### config.mk
export PLATFORM = sky130hd
export DESIGN_NAME = pooled_xorshift_three_number_draw_core
export DESIGN_NICKNAME = d
export VERILOG_FILES = /design/src/rtl/pxd_pkg.sv /design/src/rtl/pxd_pool_mem.sv /design/src/rtl/pxd_mul_unit.sv /design/src/rtl/pooled_xorshift_three_number_draw_core.sv
export SDC_FILE = /design/constraint.sdc
export NUM_CORES = 2
export LEC_CHECK = 0
export ABC_AREA = 1
export BUFFER_PORTS_ARGS = -buffer_cell sky130_fd_sc_hd__buf_2
export CORE_MARGIN = 1.5
export CORE_UTILIZATION = 67
export CTS_BUF_LIST = sky130_fd_sc_hd__clkbuf_8
export DETAILED_ROUTE_END_ITERATION = 10
export PLACE_DENSITY = 0.81
export SYNTH_ARGS = -nofsm -noshare
export SYNTH_HDL_FRONTEND = slang
export SYNTH_HIERARCHICAL = 1
export SYNTH_SLANG_ARGS = --single-unit
### constraint.sdc
create_clock -name clk -period 8.9 [get_ports clk]
set_input_delay 1.78 -clock clk [delete_from_list [all_inputs] [get_ports clk]]
set_output_delay 1.78 -clock clk [all_outputs]
set_load 0.02 [all_outputs]
### src/rtl/pxd_pkg.sv
// ============================================================================
// pxd_pkg - shared types and constants for the pooled xorshift draw core
// Defaults, pool reset words, reciprocal constants and the sequencer states.
// ============================================================================
package pxd_pkg;

    localparam int POOL_SIZE_DEF = 7;
    localparam int ROUNDS_DEF    = 50;

    // request kinds carried on s_tuser
    localparam logic OP_DRAW  = 1'b0;
    localparam logic OP_WRITE = 1'b1;

    localparam logic [31:0] MULT_KEY = 32'd672657529;

    // counter lanes and the divisor that picks the bit of w
    localparam int LANE_DIV = 3;
    localparam int BIT_DIV  = 10;

    // floor(2^32 / d): quotient estimate is at most one low
    localparam logic [31:0] RECIP_LANE = 32'((64'd1 << 32) / LANE_DIV);
    localparam logic [31:0] RECIP_BIT  = 32'((64'd1 << 32) / BIT_DIV);

    localparam int SEED_DEPTH = 16;
    localparam logic [31:0] SEED_WORDS [SEED_DEPTH] = '{
        32'h7498_4356, 32'h1541_8613, 32'h5468_7486, 32'h1531_3468,
        32'h7443_5138, 32'h4684_1653, 32'h1458_6468, 32'h0000_0000,
        32'h0000_0000, 32'h0000_0000, 32'h0000_0000, 32'h0000_0000,
        32'h0000_0000, 32'h0000_0000, 32'h0000_0000, 32'h0000_0000
    };

    typedef enum logic [3:0] {
        ST_IDLE,
        ST_FOLD,
        ST_P0,
        ST_P1,
        ST_P2,
        ST_P3,
        ST_P4,
        ST_P5,
        ST_FIN,
        ST_OUT
    } state_t;

    function automatic logic [31:0] seed_word(input logic [3:0] idx);
        return SEED_WORDS[idx];
    endfunction

endpackage

### src/rtl/pxd_pool_mem.sv
// ============================================================================
// pxd_pool_mem - pool word memory
// One write port, two registered read ports; unwritten words read as seeds.
// ============================================================================
module pxd_pool_mem #(
    parameter int POOL_SIZE = pxd_pkg::POOL_SIZE_DEF,
    parameter int IDX_W     = $clog2(POOL_SIZE)
) (
    input  logic             clk,
    input  logic             rst_n,
    input  logic             wr_en,
    input  logic [IDX_W-1:0] wr_addr,
    input  logic [31:0]      wr_data,
    input  logic [IDX_W-1:0] rd_a_addr,
    input  logic [IDX_W-1:0] rd_b_addr,
    output logic [31:0]      rd_a_data,
    output logic [31:0]      rd_b_data
);

    logic [31:0]          mem [POOL_SIZE];
    logic [POOL_SIZE-1:0] valid_reg;
    logic [31:0]          rd_a_reg;
    logic [31:0]          rd_b_reg;

    always_ff @(posedge clk or negedge rst_n)
    begin
        if (!rst_n)
        begin
            valid_reg <= '0;
        end
        else if (wr_en)
        begin
            valid_reg[wr_addr] <= 1'b1;
        end
    end

    always_ff @(posedge clk)
    begin
        if (wr_en)
        begin
            mem[wr_addr] <= wr_data;
        end
        rd_a_reg <= valid_reg[rd_a_addr] ? mem[rd_a_addr] : pxd_pkg::seed_word(4'(rd_a_addr));
        rd_b_reg <= valid_reg[rd_b_addr] ? mem[rd_b_addr] : pxd_pkg::seed_word(4'(rd_b_addr));
    end

    assign rd_a_data = rd_a_reg;
    assign rd_b_data = rd_b_reg;

endmodule

### src/rtl/pxd_mul_unit.sv
// ============================================================================
// pxd_mul_unit - shared 32x32 multiplier
// Full 64-bit product, registered; one new operand pair each cycle.
// ============================================================================
module pxd_mul_unit (
    input  logic        clk,
    input  logic [31:0] a,
    input  logic [31:0] b,
    output logic [63:0] prod
);

    logic [63:0] prod_reg;

    always_ff @(posedge clk)
    begin
        prod_reg <= 64'(a) * 64'(b);
    end

    assign prod = prod_reg;

endmodule

### src/rtl/pooled_xorshift_three_number_draw_core.sv
// ============================================================================
// pooled_xorshift_three_number_draw_core - pooled xorshift three-number draw
// Pool of 32-bit words, XOR-folded into a xorshift32 seed, mixed over rounds.
// ============================================================================
// Result: a draw shows its result after the fold, the rounds, FIN and OUT, if
//   m_tdata is free; s_tready rises with it.
// Occupancy: s_tready stays low until the result is out, so a new request waits
//   for the last draw; the shared multiplier does six products per round.
// Reset: rst_n (async, active low) idles the sequencer, drops m_tvalid and
//   returns every pool word to its seed value at once.
//
// Per round the sequencer walks six phases around one registered multiplier:
//   P0  x = xs(seed), x * recip(P)      ; retire previous round (RMW + count)
//   P1  x * recip(3)                    ; reduce x mod P
//   P2  y = xs(seed), y * recip(P)      ; reduce x mod 3 (counter lane)
//   P3  z = xs(seed), z * recip(P)      ; reduce y mod P
//   P4  r = xs(seed), r * recip(10)     ; reduce z mod P, read pool[y]
//   P5  pool[y] * MULT_KEY              ; reduce r mod 10, read pool[x], pool[z]
// A reduction takes the high word of the product as quotient estimate (never
// more than one low), so the remainder needs one compare and subtract. The
// last round retires in FIN; OUT then waits for a free output register.
module pooled_xorshift_three_number_draw_core #(
    parameter int POOL_SIZE = pxd_pkg::POOL_SIZE_DEF,
    parameter int ROUNDS    = pxd_pkg::ROUNDS_DEF
) (
    input  logic        clk,
    input  logic        rst_n,
    input  logic        s_tvalid,
    output logic        s_tready,
    input  logic [39:0] s_tdata,   // [2:0] word_index, [34:3] word_value, [39:35] zero
    input  logic        s_tuser,   // [0] op
    output logic        m_tvalid,
    input  logic        m_tready,
    output logic [23:0] m_tdata    // [5:0] number_a, [11:6] number_b,
                                   // [17:12] number_c, [18] all_equal, [23:19] zero
);

    localparam int IDX_W   = $clog2(POOL_SIZE);
    localparam int PTR_W   = $clog2(POOL_SIZE + 1);
    localparam int RND_W   = $clog2(ROUNDS + 1);
    localparam int CNT_W   = $clog2(ROUNDS + 2);
    localparam int LANES   = 3;
    localparam logic [31:0] RECIP_POOL = 32'((64'd1 << 32) / POOL_SIZE);

    // ------------------------------------------------------------------
    // helpers
    // ------------------------------------------------------------------
    function automatic logic [31:0] xs_step(input logic [31:0] s);
        logic [31:0] v;
        v = s ^ (s << 13);
        v = v ^ (v >> 17);
        v = v ^ (v << 5);
        return v;
    endfunction

    // remainder from low bits: true value - q_est*d lies in [0, 2d), d <= 16
    function automatic logic [3:0] mod_fix(input logic [5:0] v6, input logic [5:0] q6,
                                           input logic [4:0] d);
        logic [10:0] qd;
        logic [5:0]  r;
        qd = 11'(q6) * 11'(d);
        r  = v6 - qd[5:0];
        if (r >= 6'(d))
        begin
            r = r - 6'(d);
        end
        return r[3:0];
    endfunction

    function automatic logic [5:0] sat6(input logic [CNT_W-1:0] c);
        logic [CNT_W+5:0] e;
        e = (CNT_W + 6)'(c);
        return (e > (CNT_W + 6)'(63)) ? 6'd63 : e[5:0];
    endfunction

    // ------------------------------------------------------------------
    // request fields
    // ------------------------------------------------------------------
    logic        op;
    logic [2:0]  word_index;
    logic [31:0] word_value;
    logic        in_acc;

    assign op         = s_tuser;
    assign word_index = s_tdata[2:0];
    assign word_value = s_tdata[34:3];
    assign in_acc     = s_tvalid && s_tready;

    // ------------------------------------------------------------------
    // state
    // ------------------------------------------------------------------
    pxd_pkg::state_t  state_reg, state_next;
    logic [PTR_W-1:0] ptr_reg, ptr_next;
    logic [RND_W-1:0] rnd_reg, rnd_next;
    logic             first_reg, first_next;
    logic             out_valid_reg, out_valid_next;

    logic [31:0]      seed_reg, seed_next;
    logic [31:0]      x_reg, x_next;
    logic [5:0]       op_lo_reg, op_lo_next;
    logic [IDX_W-1:0] xi_reg, xi_next;
    logic [IDX_W-1:0] yi_reg, yi_next;
    logic [IDX_W-1:0] zi_reg, zi_next;
    logic [1:0]       ci_reg, ci_next;
    logic [3:0]       ri_reg, ri_next;
    logic [CNT_W-1:0] cnt_reg [LANES];
    logic [CNT_W-1:0] cnt_next [LANES];
    logic [23:0]      out_reg, out_next;

    // shared unit and memory hookup
    logic [31:0]      mul_a, mul_b;
    logic [63:0]      prod;
    logic             wr_en;
    logic [IDX_W-1:0] wr_addr, rd_a_addr, rd_b_addr;
    logic [31:0]      wr_data, pool_a, pool_b;

    logic [31:0]      xs_val;
    logic [4:0]       div_cur;
    logic [3:0]       rem;
    logic [31:0]      w;
    logic             retire;
    logic             all_eq;

    pxd_mul_unit u_mul (
        .clk  (clk),
        .a    (mul_a),
        .b    (mul_b),
        .prod (prod)
    );

    pxd_pool_mem #(
        .POOL_SIZE (POOL_SIZE),
        .IDX_W     (IDX_W)
    ) u_pool (
        .clk       (clk),
        .rst_n     (rst_n),
        .wr_en     (wr_en),
        .wr_addr   (wr_addr),
        .wr_data   (wr_data),
        .rd_a_addr (rd_a_addr),
        .rd_b_addr (rd_b_addr),
        .rd_a_data (pool_a),
        .rd_b_data (pool_b)
    );

    assign s_tready = (state_reg == pxd_pkg::ST_IDLE);
    assign m_tvalid = out_valid_reg;
    assign m_tdata  = out_reg;

    assign xs_val  = xs_step(seed_reg);
    assign div_cur = (state_reg == pxd_pkg::ST_P2) ? 5'(pxd_pkg::LANE_DIV) :
                     (state_reg == pxd_pkg::ST_P5) ? 5'(pxd_pkg::BIT_DIV) :
                                                     5'(POOL_SIZE);
    assign rem     = mod_fix(op_lo_reg, prod[37:32], div_cur);

    // w of the round being retired: pool[y]*key from the multiplier, pool[z] on port B
    assign w      = prod[31:0] + pool_b;
    assign retire = ((state_reg == pxd_pkg::ST_P0) && !first_reg)
                 || (state_reg == pxd_pkg::ST_FIN);

    // pool write: retire RMW has port A holding old pool[x]
    assign wr_en   = retire
                  || (in_acc && (op == pxd_pkg::OP_WRITE) && (32'(word_index) < POOL_SIZE));
    assign wr_addr = retire ? xi_reg : IDX_W'(word_index);
    assign wr_data = retire ? (pool_a ^ w) : word_value;

    assign rd_a_addr = ((state_reg == pxd_pkg::ST_FOLD) && (32'(ptr_reg) < POOL_SIZE))
                           ? ptr_reg[IDX_W-1:0] :
                       (state_reg == pxd_pkg::ST_P4) ? yi_reg : xi_reg;
    assign rd_b_addr = zi_reg;

    assign all_eq = (cnt_reg[0] == cnt_reg[1]) && (cnt_reg[1] == cnt_reg[2]);

    // ------------------------------------------------------------------
    // sequencer
    // ------------------------------------------------------------------
    always_comb
    begin
        state_next     = state_reg;
        ptr_next       = ptr_reg;
        rnd_next       = rnd_reg;
        first_next     = first_reg;
        out_valid_next = out_valid_reg;
        seed_next      = seed_reg;
        x_next         = x_reg;
        op_lo_next     = op_lo_reg;
        xi_next        = xi_reg;
        yi_next        = yi_reg;
        zi_next        = zi_reg;
        ci_next        = ci_reg;
        ri_next        = ri_reg;
        out_next       = out_reg;
        mul_a          = xs_val;
        mul_b          = RECIP_POOL;
        for (int i = 0; i < LANES; i++)
        begin
            cnt_next[i] = cnt_reg[i];
        end

        if (m_tvalid && m_tready)
        begin
            out_valid_next = 1'b0;
        end

        if (retire)
        begin
            cnt_next[ci_reg] = cnt_reg[ci_reg] + CNT_W'(w[{1'b0, ri_reg}]);
        end

        unique case (state_reg)
            pxd_pkg::ST_IDLE:
            begin
                if (in_acc && (op == pxd_pkg::OP_DRAW))
                begin
                    state_next = pxd_pkg::ST_FOLD;
                    ptr_next   = '0;
                    rnd_next   = '0;
                    seed_next  = '0;
                    for (int i = 0; i < LANES; i++)
                    begin
                        cnt_next[i] = CNT_W'(1);
                    end
                end
            end
            pxd_pkg::ST_FOLD:
            begin
                // read issued at ptr lands in the next FOLD step
                if (ptr_reg != '0)
                begin
                    seed_next = seed_reg ^ pool_a;
                end
                ptr_next = ptr_reg + PTR_W'(1);
                if (ptr_reg == PTR_W'(POOL_SIZE))
                begin
                    state_next = pxd_pkg::ST_P0;
                    first_next = 1'b1;
                end
            end
            pxd_pkg::ST_P0:
            begin
                seed_next  = xs_val;
                x_next     = xs_val;
                op_lo_next = xs_val[5:0];
                state_next = pxd_pkg::ST_P1;
            end
            pxd_pkg::ST_P1:
            begin
                mul_a      = x_reg;
                mul_b      = pxd_pkg::RECIP_LANE;
                op_lo_next = x_reg[5:0];
                xi_next    = rem[IDX_W-1:0];
                state_next = pxd_pkg::ST_P2;
            end
            pxd_pkg::ST_P2:
            begin
                seed_next  = xs_val;
                op_lo_next = xs_val[5:0];
                ci_next    = rem[1:0];
                state_next = pxd_pkg::ST_P3;
            end
            pxd_pkg::ST_P3:
            begin
                seed_next  = xs_val;
                op_lo_next = xs_val[5:0];
                yi_next    = rem[IDX_W-1:0];
                state_next = pxd_pkg::ST_P4;
            end
            pxd_pkg::ST_P4:
            begin
                seed_next  = xs_val;
                mul_b      = pxd_pkg::RECIP_BIT;
                op_lo_next = xs_val[5:0];
                zi_next    = rem[IDX_W-1:0];
                state_next = pxd_pkg::ST_P5;
            end
            pxd_pkg::ST_P5:
            begin
                mul_a      = pool_a;
                mul_b      = pxd_pkg::MULT_KEY;
                ri_next    = rem;
                first_next = 1'b0;
                rnd_next   = rnd_reg + RND_W'(1);
                if (rnd_reg == RND_W'(ROUNDS - 1))
                begin
                    state_next = pxd_pkg::ST_FIN;
                end
                else
                begin
                    state_next = pxd_pkg::ST_P0;
                end
            end
            pxd_pkg::ST_FIN:
            begin
                state_next = pxd_pkg::ST_OUT;
            end
            pxd_pkg::ST_OUT:
            begin
                if (!out_valid_reg || m_tready)
                begin
                    out_next       = {5'b0, all_eq, sat6(cnt_reg[2]), sat6(cnt_reg[1]),
                                      sat6(cnt_reg[0])};
                    out_valid_next = 1'b1;
                    state_next     = pxd_pkg::ST_IDLE;
                end
            end
            default:
            begin
                state_next = pxd_pkg::ST_IDLE;
            end
        endcase
    end

    always_ff @(posedge clk or negedge rst_n)
    begin
        if (!rst_n)
        begin
            state_reg     <= pxd_pkg::ST_IDLE;
            ptr_reg       <= '0;
            rnd_reg       <= '0;
            first_reg     <= 1'b0;
            out_valid_reg <= 1'b0;
        end
        else
        begin
            state_reg     <= state_next;
            ptr_reg       <= ptr_next;
            rnd_reg       <= rnd_next;
            first_reg     <= first_next;
            out_valid_reg <= out_valid_next;
        end
    end

    always_ff @(posedge clk)
    begin
        seed_reg  <= seed_next;
        x_reg     <= x_next;
        op_lo_reg <= op_lo_next;
        xi_reg    <= xi_next;
        yi_reg    <= yi_next;
        zi_reg    <= zi_next;
        ci_reg    <= ci_next;
        ri_reg    <= ri_next;
        out_reg   <= out_next;
        for (int i = 0; i < LANES; i++)
        begin
            cnt_reg[i] <= cnt_next[i];
        end
    end

endmodule

==> impl_metrics.env <==
export IMPL_numClockSinks=472
export IMPL_path_class="reg -> reg"
export IMPL_max_cap_violations=1
export IMPL_drcViolationCount=0
export IMPL_slew_headroom=0.0112
export IMPL_fin_crit_sh=0.945
export IMPL_synth_avg_cell_area_sq_um=7.76
export IMPL_cts_buffers=72
export IMPL_clock_root_buffer="clkbuf_8"
export IMPL_grt_overflow_total=0
export IMPL_clk_path_buf_depth=3
export IMPL_gp_congestion=1.01
export IMPL_ys_warnings_count=6
export IMPL_drt_first_pass_iters=8
export IMPL_dp_hpwl_um=103000
export IMPL_clk_insertion_delay_late_ps=670
export IMPL_cts_max_level=3
export IMPL_start_util=0.681
export IMPL_ant_nets=0
export IMPL_syn_inst=6317
export IMPL_hold_viol=0
export IMPL_rsz0062_at_grt="no"
export IMPL_die_x_um=273
export IMPL_vias=40400
export IMPL_core_sq_um=72000
export IMPL_hold_path_class="reg -> reg"
export IMPL_ioPinCount=71
export IMPL_drive_gt1_frac=0.0635
export IMPL_dieArea_sq_um=74800
export IMPL_nets=7124
export IMPL_num_rows=98
export IMPL_status="complete, but fails checks"
export IMPL_setup_viol=0
export IMPL_finalWirelength_um=138000
export IMPL_avgViaCountPerCell=5.55
export IMPL_fmax_mhz=119
export IMPL_die_h_um=273
export IMPL_fin_tns_setup_ps=0
export IMPL_period_minus_slack_ps=8410
export IMPL_grt_pass1_wl_um=218000
export IMPL_synthToLayoutAreaGrowth_pct=5.30
export IMPL_worst_pin_slew_ps=1470
export IMPL_io_buffers=60
export IMPL_grt_pass1_vias=40500
export IMPL_ctsHoldBuffers=0
export IMPL_cts_reportedPaths_clkPinSlew_ps=70
export IMPL_required_ps=9380
export IMPL_cts_tree="done"
export IMPL_drt_iter0_drc=4348
export IMPL_skew_ps=41.5
export IMPL_endpoint_kind="flip-flop"
export IMPL_antenna_found_initial=3
export IMPL_grt_total_usage=0.380
export IMPL_startpoint_type="flip-flop"
export IMPL_cts_resized_gates=0
export IMPL_wl_per_cell_um=18.9
export IMPL_grt_max_degree=77
export IMPL_arrival_ps=8890
export IMPL_post_cts_buffers=0
export IMPL_violations="capacitance limit"
export IMPL_post_synth_instance_area_sq_um=49000
export IMPL_n_fill_cell=5609
export IMPL_slew_viol_final=0
export IMPL_largest_register_ffs=224
export IMPL_crit_path_max_fanout=32
final timing paths:
path / start / endpoint / slack [ps] / cells past startpoint
worst max register to register: state_reg[3] / u_mul/prod[16] / 490 / 27
min in group asynchronous: rst_n / u_pool/valid_reg[0] / 1100 / 1
worst max-delay path: state_reg[3] / u_mul/prod[16] / 490 / 27
max in group asynchronous: rst_n / first_reg / 7440 / 1
worst min-delay path: cnt_reg[2][0] / m_tdata[12] / 470 / 0
worst min register to register: cnt_reg[2][0] / m_tdata[12] / 470 / 0
metal layers:
metal  part of all wire  track usage  vias to the layer above
met5           0.000087            0                        -
met4              0.034        0.128                        2
met3               0.11       0.0701                      356
met2               0.46        0.606                     2315
met1               0.39        0.526                    19300
li1                   -            -                    18400
per-stage QoR:
step | hold WS [ps] | util | cells | setup slack, ps | cell area, sq um
2_1_floorplan | 430 | - | 6347 | 1770 | 49100
3_3_place_gp | 440 | 0.698 | 7134 | 757 | 50200
3_5_place_dp | 453 | 0.698 | 7134 | 695 | 50200
4_1_cts | 470 | 0.717 | 7267 | 614 | 51600
5_1_grt | 491 | 0.717 | 7267 | 191 | 51600
6_report | 467 | 0.717 | 7269 | 492 | 51600
critical path, stage by stage, from the launching register on:
cell	delay, ps
dfrtp_1	500
nor2_1	200
inv_2	100
nor2_4	650
inv_2	330
nand2_4	420
buf_4	370
buf_4	340
nand2_1	80
inv_1	80
fa_1	410
inv_1	80
fa_1	440
fa_1	510
fa_1	560
inv_1	40
ha_1	270
ha_1	290
fa_1	550
fa_1	430
ha_1	400
nand2_1	150
nor2_2	180
nand2_1	90
inv_1	60
nand2_1	50
nand2_1	110
xor2_1	490
layout by cell type (no fill, tap or decap), types with 14 or more instances in the layout:
cell type  instances
buf_4             81
nand2_2           16
dfxtp_1          122
nor2_1           181
nand3b_1          15
edfxtp_1         328
nor2_2            22
xnor2_1           38
o211ai_1          24
o21ai_0           91
dfrtp_1           22
nand2_1         2025
buf_2             60
ha_1             212
a22oi_1           22
clkbuf_8          76
inv_2             38
a21oi_1          119
a32o_1            22
fa_1             609
inv_1           1549
nor2_4            14
or2_2             38
nand3_1          311
xor2_1           103
conb_1            32
layout make-up:
type | instances | area [sq um] | share of cell area
clock buffers | 76 | 1050 | 0.0203
multi-input cells | 4010 | 29400 | 0.569
inverters | 1558 | 5850 | 0.113
flip-flops and latches | 472 | 12800 | 0.249
repair buffers | 144 | 968 | 0.0188
well taps | 950 | 1190 | 0.0230
clock inverters | 57 | 324 | 0.00628
diodes | 2 | 5.00 | 0.0000970
Power is not shown: default switching activity piles up to over one toggle a cycle in this logic, so the estimate is an artifact.
